## config.mk

```make
export PLATFORM = sky130hd
export DESIGN_NAME = byte_pattern_search
export DESIGN_NICKNAME = d
export VERILOG_FILES = /design/src/rtl/bps_pkg.sv /design/src/rtl/byte_pattern_search.sv /design/src/rtl/bps_cell.sv /design/src/rtl/bps_out_fifo.sv
export SDC_FILE = /design/constraint.sdc
export NUM_CORES = 2
export LEC_CHECK = 0
export ABC_CLOCK_PERIOD_IN_PS = 19620
export BUFFER_PORTS_ARGS = -buffer_cell sky130_fd_sc_hd__buf_2
export CAP_MARGIN = 20
export CORE_ASPECT_RATIO = 0.7
export CORE_MARGIN = 3
export CORE_UTILIZATION = 63
export DETAILED_ROUTE_END_ITERATION = 10
export PLACE_DENSITY = 0.81
export SYNTH_ARGS = -nofsm -noshare
export SYNTH_HDL_FRONTEND = slang
export SYNTH_HIERARCHICAL = 1
export SYNTH_SLANG_ARGS = --single-unit
export TNS_END_PERCENT = 1
```

## constraint.sdc

```tcl
create_clock -name clk_i -period 19.62 [get_ports clk_i]
set_clock_uncertainty 0.1 [all_clocks]
set_input_delay 1.962 -clock clk_i [delete_from_list [all_inputs] [get_ports clk_i]]
set_output_delay 1.962 -clock clk_i [all_outputs]
set_load 0.02 [all_outputs]
```

## src/rtl/bps_pkg.sv

```systemverilog
`timescale 1ns / 1ps

package bps_pkg;

  // Pattern storage: four 64-bit words, little-endian byte packing.
  localparam int PAT_MAX    = 32;
  localparam int PAT_IDX_W  = 5;
  localparam int PAT_WORDS  = 4;

  // Configuration port geometry.
  localparam int CFG_IDX_W  = 3;
  localparam int CFG_DATA_W = 64;

  // Pattern length register.
  localparam int LEN_W = 6;
  localparam logic [LEN_W-1:0] LEN_RESET = 6'd16;

  // Result field widths.
  localparam int OFF_W  = 32;
  localparam int ADDR_W = 64;

  // Result queue between the search pipeline and the output port.
  localparam int FIFO_DEPTH = 3;
  localparam int FIFO_PTR_W = 2;
  localparam int FIFO_CNT_W = 2;

  typedef logic [7:0] byte_t;

  // Configuration register indexes.
  typedef enum logic [CFG_IDX_W-1:0] {
    REG_PAT0 = 3'd0,
    REG_PAT1 = 3'd1,
    REG_PAT2 = 3'd2,
    REG_PAT3 = 3'd3,
    REG_LEN  = 3'd4,
    REG_BASE = 3'd5
  } cfg_reg_e;

  // One result beat.
  typedef struct packed {
    logic              found;
    logic [OFF_W-1:0]  offset;
    logic [ADDR_W-1:0] address;
  } result_t;

endpackage

```

## src/rtl/byte_pattern_search.sv

```systemverilog
`timescale 1ns / 1ps

// A result beat passes the result stage register and then the result queue to the output.
// Throughput: one input beat per cycle; input stalls only while three results wait unread.
// The window compare is a row of one-byte cells, so the pace does not depend on the length.
// Reset: configuration returns to its reset values (length 16) and the search state clears;
// the window bytes themselves are not reset and are only compared once refilled.

module byte_pattern_search import bps_pkg::*; #(
  parameter int WINDOW_BYTES = 32,
  parameter int COUNT_BITS   = 32
) (
  input  logic                  clk_i,
  input  logic                  rst_ni,
  // Configuration write port
  input  logic                  cfg_we_i,
  input  logic [CFG_IDX_W-1:0]  cfg_index_i,
  input  logic [CFG_DATA_W-1:0] cfg_wdata_i,
  // Input channel
  input  logic                  in_valid_i,
  output logic                  in_ready_o,
  input  logic [7:0]            data_byte_i,
  input  logic                  last_byte_i,
  // Output channel
  output logic                  out_valid_o,
  input  logic                  out_ready_i,
  output logic                  found_o,
  output logic [OFF_W-1:0]      match_offset_o,
  output logic [ADDR_W-1:0]     match_address_o
);

  localparam int CAP = (WINDOW_BYTES < PAT_MAX) ? WINDOW_BYTES : PAT_MAX;
  localparam logic [LEN_W-1:0] CAP_LEN = LEN_W'(CAP);

  // Configuration registers.
  logic [PAT_WORDS-1:0][CFG_DATA_W-1:0] pattern_q;
  logic [LEN_W-1:0]                     length_q;
  logic [ADDR_W-1:0]                    base_q;

  always_ff @(posedge clk_i or negedge rst_ni) begin
    if (!rst_ni) begin
      pattern_q <= '0;
      length_q  <= LEN_RESET;
      base_q    <= '0;
    end else if (cfg_we_i) begin
      unique case (cfg_reg_e'(cfg_index_i))
        REG_PAT0: pattern_q[0] <= cfg_wdata_i;
        REG_PAT1: pattern_q[1] <= cfg_wdata_i;
        REG_PAT2: pattern_q[2] <= cfg_wdata_i;
        REG_PAT3: pattern_q[3] <= cfg_wdata_i;
        REG_LEN:  length_q     <= cfg_wdata_i[LEN_W-1:0];
        REG_BASE: base_q       <= cfg_wdata_i;
        default: ;
      endcase
    end
  end

  // Effective length: zero counts as one; the smaller of window size and PAT_MAX caps it.
  logic [LEN_W-1:0] eff_len;

  always_comb begin
    eff_len = length_q;
    if (length_q == '0) begin
      eff_len = LEN_W'(1);
    end else if (length_q > CAP_LEN) begin
      eff_len = CAP_LEN;
    end
  end

  logic [PAT_MAX-1:0][7:0] pat_bytes;
  assign pat_bytes = pattern_q;

  // Handshake and search state.
  logic                  accept;
  logic                  shift_en;
  logic                  match_done_q, match_done_d;
  logic [COUNT_BITS-1:0] bytes_seen_q, bytes_seen_d;

  assign accept   = in_valid_i && in_ready_o;
  assign shift_en = accept && !match_done_q;

  // Window as a chain of cells; cell k holds the k-th newest byte and
  // is compared with pattern byte (length - 1 - k).
  byte_t                   win_byte [WINDOW_BYTES];
  byte_t                   cell_in  [WINDOW_BYTES];
  byte_t                   cell_exp [WINDOW_BYTES];
  logic [WINDOW_BYTES-1:0] cell_match;
  logic [WINDOW_BYTES-1:0] cell_used;

  for (genvar k = 0; k < WINDOW_BYTES; k++) begin : g_cell
    logic [LEN_W-1:0] pat_idx;

    if (k == 0) begin : g_head
      assign cell_in[k] = data_byte_i;
    end else begin : g_link
      assign cell_in[k] = win_byte[k-1];
    end

    assign pat_idx     = eff_len - LEN_W'(k + 1);
    assign cell_exp[k] = pat_bytes[pat_idx[PAT_IDX_W-1:0]];
    assign cell_used[k] = (eff_len > LEN_W'(k));

    bps_cell u_cell (
      .clk_i      (clk_i),
      .shift_en_i (shift_en),
      .byte_i     (cell_in[k]),
      .expect_i   (cell_exp[k]),
      .byte_o     (win_byte[k]),
      .match_o    (cell_match[k])
    );
  end

  // Saturating byte count and the match decision on the updated window.
  logic [COUNT_BITS-1:0] cnt_inc;
  logic [COUNT_BITS-1:0] len_ext;
  logic [COUNT_BITS-1:0] off_full;
  logic [OFF_W-1:0]      off_sat;
  logic                  hit;

  assign cnt_inc  = (bytes_seen_q == '1) ? bytes_seen_q
                                         : bytes_seen_q + COUNT_BITS'(1);
  assign len_ext  = COUNT_BITS'(eff_len);
  assign hit      = (cnt_inc >= len_ext) && (&(cell_match | ~cell_used));
  assign off_full = cnt_inc - len_ext;

  if (COUNT_BITS > OFF_W) begin : g_off_wide
    assign off_sat = (|off_full[COUNT_BITS-1:OFF_W]) ? '1 : off_full[OFF_W-1:0];
  end else begin : g_off_narrow
    assign off_sat = OFF_W'(off_full);
  end

  // Result stage: holds the decision of the beat accepted last cycle.
  logic             s1_valid_q, s1_valid_d;
  logic             s1_found_q, s1_found_d;
  logic [OFF_W-1:0] s1_off_q, s1_off_d;

  always_comb begin
    match_done_d = match_done_q;
    bytes_seen_d = bytes_seen_q;
    s1_valid_d   = 1'b0;
    s1_found_d   = hit;
    s1_off_d     = hit ? off_sat : '0;
    if (accept) begin
      if (match_done_q) begin
        // Bytes after a match are dropped; the last one ends the region.
        if (last_byte_i) begin
          match_done_d = 1'b0;
          bytes_seen_d = '0;
        end
      end else begin
        s1_valid_d = hit || last_byte_i;
        if (last_byte_i) begin
          match_done_d = 1'b0;
          bytes_seen_d = '0;
        end else begin
          match_done_d = hit;
          bytes_seen_d = cnt_inc;
        end
      end
    end
  end

  always_ff @(posedge clk_i or negedge rst_ni) begin
    if (!rst_ni) begin
      match_done_q <= 1'b0;
      bytes_seen_q <= '0;
      s1_valid_q   <= 1'b0;
    end else begin
      match_done_q <= match_done_d;
      bytes_seen_q <= bytes_seen_d;
      s1_valid_q   <= s1_valid_d;
    end
  end

  always_ff @(posedge clk_i) begin
    s1_found_q <= s1_found_d;
    s1_off_q   <= s1_off_d;
  end

  // Address add and result queue.
  result_t               push_res;
  result_t               head_res;
  logic [FIFO_CNT_W-1:0] fifo_cnt;
  logic [FIFO_CNT_W:0]   occupancy;

  assign push_res.found   = s1_found_q;
  assign push_res.offset  = s1_off_q;
  assign push_res.address = s1_found_q ? (base_q + ADDR_W'(s1_off_q)) : '0;

  bps_out_fifo u_out_fifo (
    .clk_i       (clk_i),
    .rst_ni      (rst_ni),
    .push_i      (s1_valid_q),
    .push_data_i (push_res),
    .pop_ready_i (out_ready_i),
    .valid_o     (out_valid_o),
    .data_o      (head_res),
    .count_o     (fifo_cnt)
  );

  // Take a beat only while the queue has room for one more result in flight.
  assign occupancy  = {1'b0, fifo_cnt} + (FIFO_CNT_W + 1)'(s1_valid_q);
  assign in_ready_o = (occupancy < (FIFO_CNT_W + 1)'(FIFO_DEPTH));

  assign found_o         = head_res.found;
  assign match_offset_o  = head_res.offset;
  assign match_address_o = head_res.address;

  // A beat with the last-byte flag always leaves a clean search state.
  a_last_clears: assert property (@(posedge clk_i) disable iff (!rst_ni)
    (accept && last_byte_i) |=> ((bytes_seen_q == '0) && !match_done_q))
    else $error("search state not cleared after last byte");

  // The result stage only fills from a beat accepted the cycle before.
  a_s1_from_accept: assert property (@(posedge clk_i) disable iff (!rst_ni)
    s1_valid_q |-> $past(accept))
    else $error("result without an accepted beat");

  // Entering the matched state always comes with a found result.
  a_done_has_result: assert property (@(posedge clk_i) disable iff (!rst_ni)
    $rose(match_done_q) |-> (s1_valid_q && s1_found_q))
    else $error("match recorded without a result");

  // A not-found result carries a zero offset.
  a_nomatch_zero: assert property (@(posedge clk_i) disable iff (!rst_ni)
    (s1_valid_q && !s1_found_q) |-> (s1_off_q == '0))
    else $error("not-found result with nonzero offset");

endmodule

```

## src/rtl/bps_cell.sv

```systemverilog
`timescale 1ns / 1ps

module bps_cell import bps_pkg::*; (
  input  logic  clk_i,
  input  logic  shift_en_i,
  input  byte_t byte_i,
  input  byte_t expect_i,
  output byte_t byte_o,
  output logic  match_o
);

  byte_t byte_q;

  // Hold one window byte; it moves on to the next cell on every shift.
  always_ff @(posedge clk_i) begin
    if (shift_en_i) begin
      byte_q <= byte_i;
    end
  end

  assign byte_o = byte_q;

  // Compare the byte that this cell takes in now, i.e. the updated window.
  assign match_o = (byte_i == expect_i);

endmodule

```

## src/rtl/bps_out_fifo.sv

```systemverilog
`timescale 1ns / 1ps

module bps_out_fifo import bps_pkg::*; (
  input  logic                  clk_i,
  input  logic                  rst_ni,
  input  logic                  push_i,
  input  result_t               push_data_i,
  input  logic                  pop_ready_i,
  output logic                  valid_o,
  output result_t               data_o,
  output logic [FIFO_CNT_W-1:0] count_o
);

  localparam logic [FIFO_PTR_W-1:0] LAST_PTR = FIFO_PTR_W'(FIFO_DEPTH - 1);
  localparam logic [FIFO_CNT_W-1:0] FULL_CNT = FIFO_CNT_W'(FIFO_DEPTH);

  result_t                 entry_q [FIFO_DEPTH];
  logic [FIFO_PTR_W-1:0]   wr_ptr_q, wr_ptr_d;
  logic [FIFO_PTR_W-1:0]   rd_ptr_q, rd_ptr_d;
  logic [FIFO_CNT_W-1:0]   count_q, count_d;
  logic                    pop;

  assign valid_o = (count_q != '0);
  assign pop     = valid_o && pop_ready_i;
  assign data_o  = entry_q[rd_ptr_q];
  assign count_o = count_q;

  // Pointer and fill count update; pointers wrap at the queue depth.
  always_comb begin
    wr_ptr_d = wr_ptr_q;
    rd_ptr_d = rd_ptr_q;
    count_d  = count_q;
    if (push_i) begin
      wr_ptr_d = (wr_ptr_q == LAST_PTR) ? '0 : wr_ptr_q + FIFO_PTR_W'(1);
    end
    if (pop) begin
      rd_ptr_d = (rd_ptr_q == LAST_PTR) ? '0 : rd_ptr_q + FIFO_PTR_W'(1);
    end
    if (push_i && !pop) begin
      count_d = count_q + FIFO_CNT_W'(1);
    end else if (!push_i && pop) begin
      count_d = count_q - FIFO_CNT_W'(1);
    end
  end

  always_ff @(posedge clk_i or negedge rst_ni) begin
    if (!rst_ni) begin
      wr_ptr_q <= '0;
      rd_ptr_q <= '0;
      count_q  <= '0;
    end else begin
      wr_ptr_q <= wr_ptr_d;
      rd_ptr_q <= rd_ptr_d;
      count_q  <= count_d;
    end
  end

  // Result storage.
  always_ff @(posedge clk_i) begin
    if (push_i) begin
      entry_q[wr_ptr_q] <= push_data_i;
    end
  end

  // The upstream stall rule must leave room for every result in flight.
  a_no_overflow: assert property (@(posedge clk_i) disable iff (!rst_ni)
    push_i |-> ((count_q != FULL_CNT) || pop))
    else $error("result queue overflow");

endmodule
```

==> results.json <==
{
  "status": "completed",
  "grt_setup_unrepaired": "false",
  "fp.dieH_um": 254,
  "avgSynthCellArea_sq_um": 11.3,
  "die_area_sq_um": 91700,
  "startpoint_type": "flop",
  "coreArea_sq_um": 86700,
  "grt_overflow": 0,
  "yosysWarnings": 6,
  "required_ns": 20.14,
  "final_layout_size_suffix_gt1_frac": 0.174,
  "syn_area_sq_um": 55500,
  "tightest_slew_ns": 1.20,
  "finalMaxSlewViolations": 0,
  "dp_hpwl_um": 141000,
  "final_common_cell": "mux2i_1",
  "worstPathArrival_ns": 9.17,
  "first_pass_iters": 6,
  "critPathKind": "flop to flop",
  "num_vias": 41000,
  "finalNetCount": 5113,
  "p_leak_uw": 0.0263,
  "finalCritPeriodShare": 0.441,
  "path_max_fanout": 121,
  "hold_violations": 0,
  "cts.clk_slew.worst_paths_ns": 0.07,
  "cpPeakStageDelay_ns": 0.86,
  "grt_pass1_wl_um": 264000,
  "root_buffer": "clkbuf_16",
  "fin_area_sq_um": 60800,
  "drt_iter0_markers": 5677,
  "crit_path_frequent_cell": "mux2i_1",
  "crit_slowest_cell": "dfrtp_1",
  "cts_tree": "done",
  "max_freq_ghz": 0.116,
  "cts_resized": 0,
  "grt.total_usage": 0.395,
  "first_global_vias": 38500,
  "clk_latency_ns": 0.71,
  "critical_path.endpoint_type": "flop",
  "areaGrowthSynthToFinish_pct": 9.54,
  "initial_utilization": 0.640,
  "cts.hold.buffers_added": 0,
  "finalWirelength_um": 184000,
  "relSlewSlack": 0.199,
  "wire_per_inst_um": 29.7,
  "place_congestion": 1.07,
  "grt_start_max_net_pins": 178,
  "setup_violations": 0,
  "final_cell_mix": "mux2i_1 (1,126), nand2_1 (790), edfxtp_1 (539), mux2_2 (388), dfrtp_1 (363)",
  "vdd_ir_drop_max_v": 0.000138,
  "p_per_area_nw_per_um2": 172,
  "cts_setup_buffers": 0,
  "ant_nets": 0,
  "hold_path_class": "flop to flop",
  "num_io_pins": 180,
  "setup_ws_ns": 10.97,
  "portBuffers": 179,
  "num_rows": 90,
  "cts.path.max_buffers": 3,
  "path_cells": "nor4_1, o21ai_4, buf_12, buf_4, buf_4, mux2i_1, mux2i_1, mux2i_1, mux2i_1, mux2_2, xnor2_1, nand4_1, nor2_1, o21ai_0, o32ai_1, o2111ai_1, or4_1, inv_1, o31ai_4, buf_4, nor3_1",
  "htreeDepth": 3,
  "cts.sink_count": 938,
  "postSynthCellCount": 4900,
  "die_w_um": 361,
  "antenna_found_initial": 14,
  "place_ws_ns": 11.56,
  "place_area_sq_um": 57600,
  "synth_nets": 5035,
  "drcViolationCount": 0,
  "cap_violations": 0,
  "min_period_ns": 8.65,
  "cts_buffers": 88,
  "setup_tns_ns": 0,
  "viasPerCell": 6.61
}
## path summary, 6_finish.rpt
kind                                             start                     endpoint  slack (ns)  cells after the start
max                                        length_q[3]                 s1_off_q[24]       10.97                     21
min                        g_cell[27].u_cell/byte_o[5]  g_cell[28].u_cell/byte_o[5]        0.36                      0
max reg2reg                                length_q[3]                 s1_off_q[24]       10.97                     21
min reg2reg                g_cell[27].u_cell/byte_o[5]  g_cell[28].u_cell/byte_o[5]        0.36                      0
max in group asynchronous                       rst_ni               pat_bytes[212]       14.99                      4
min in group asynchronous                       rst_ni                   base_q[58]        1.19                      1
## critical path, delay by kind of cell, from the launching register on
family / cells / cell delay, ns
multiplexers: 5 / 1.26
XOR/XNOR: 1 / 0.23
flip-flops: 1 / 0.86
AO/OA/AOI/OAI: 5 / 1.16
AND/OR/NAND/NOR: 5 / 2.22
buffers and inverters: 5 / 2.48
## per-layer routing
| metal | up-vias | GRT usage | wire (um) |
|---|---|---|---|
| met5 | - | 0 | 66 |
| li1 | 18000 | - | - |
| met1 | 20600 | 0.558 | 76700 |
| met4 | 8 | 0.121 | 6560 |
| met2 | 2116 | 0.577 | 77800 |
| met3 | 339 | 0.137 | 23200 |
## report_power, final
part | switching, uW | internal [uW]
sequential | 382 | 2620
combinational | 3600 | 2030
clock | 810 | 1010
## final cells by class
class,instances,area [sq um]
timing repair buffer,261,1610
clock inverter,57,726
fill,6229,25900
tap,1150,1440
clock buffer,108,2320
antenna,4,10.0
inverter,39,148
multi-input combinational,3650,28500
sequential,938,26000
## through the flow
step	util	power [uW]	hold slack, ns	std cells
after floorplan	-	6670	0.347	4900
after global placement	0.665	8360	0.351	6031
after detailed placement	0.665	8420	0.356	6033
after CTS	0.700	10200	0.360	6198
after global routing	0.701	10800	0.367	6204
final	0.701	10400	0.365	6207
## flip-flops by register name (all words and copies together), names as in the netlist
| signal | cells |
|---|---|
| g_cell.u_cell/byte_o | 248 |
| base_q | 64 |
| bytes_seen_q | 32 |
| match_done_q | 1 |
| u_out_fifo/entry_q | 291 |
| s1_found_q | 1 |
| u_out_fifo/wr_ptr_q | 2 |
| pat_bytes | 256 |
| s1_valid_q | 1 |
| u_out_fifo/count_o | 2 |
| length_q | 6 |
| s1_off_q | 32 |
| u_out_fifo/rd_ptr_q | 2 |
Note: power is estimated with default switching activity, not from simulation.
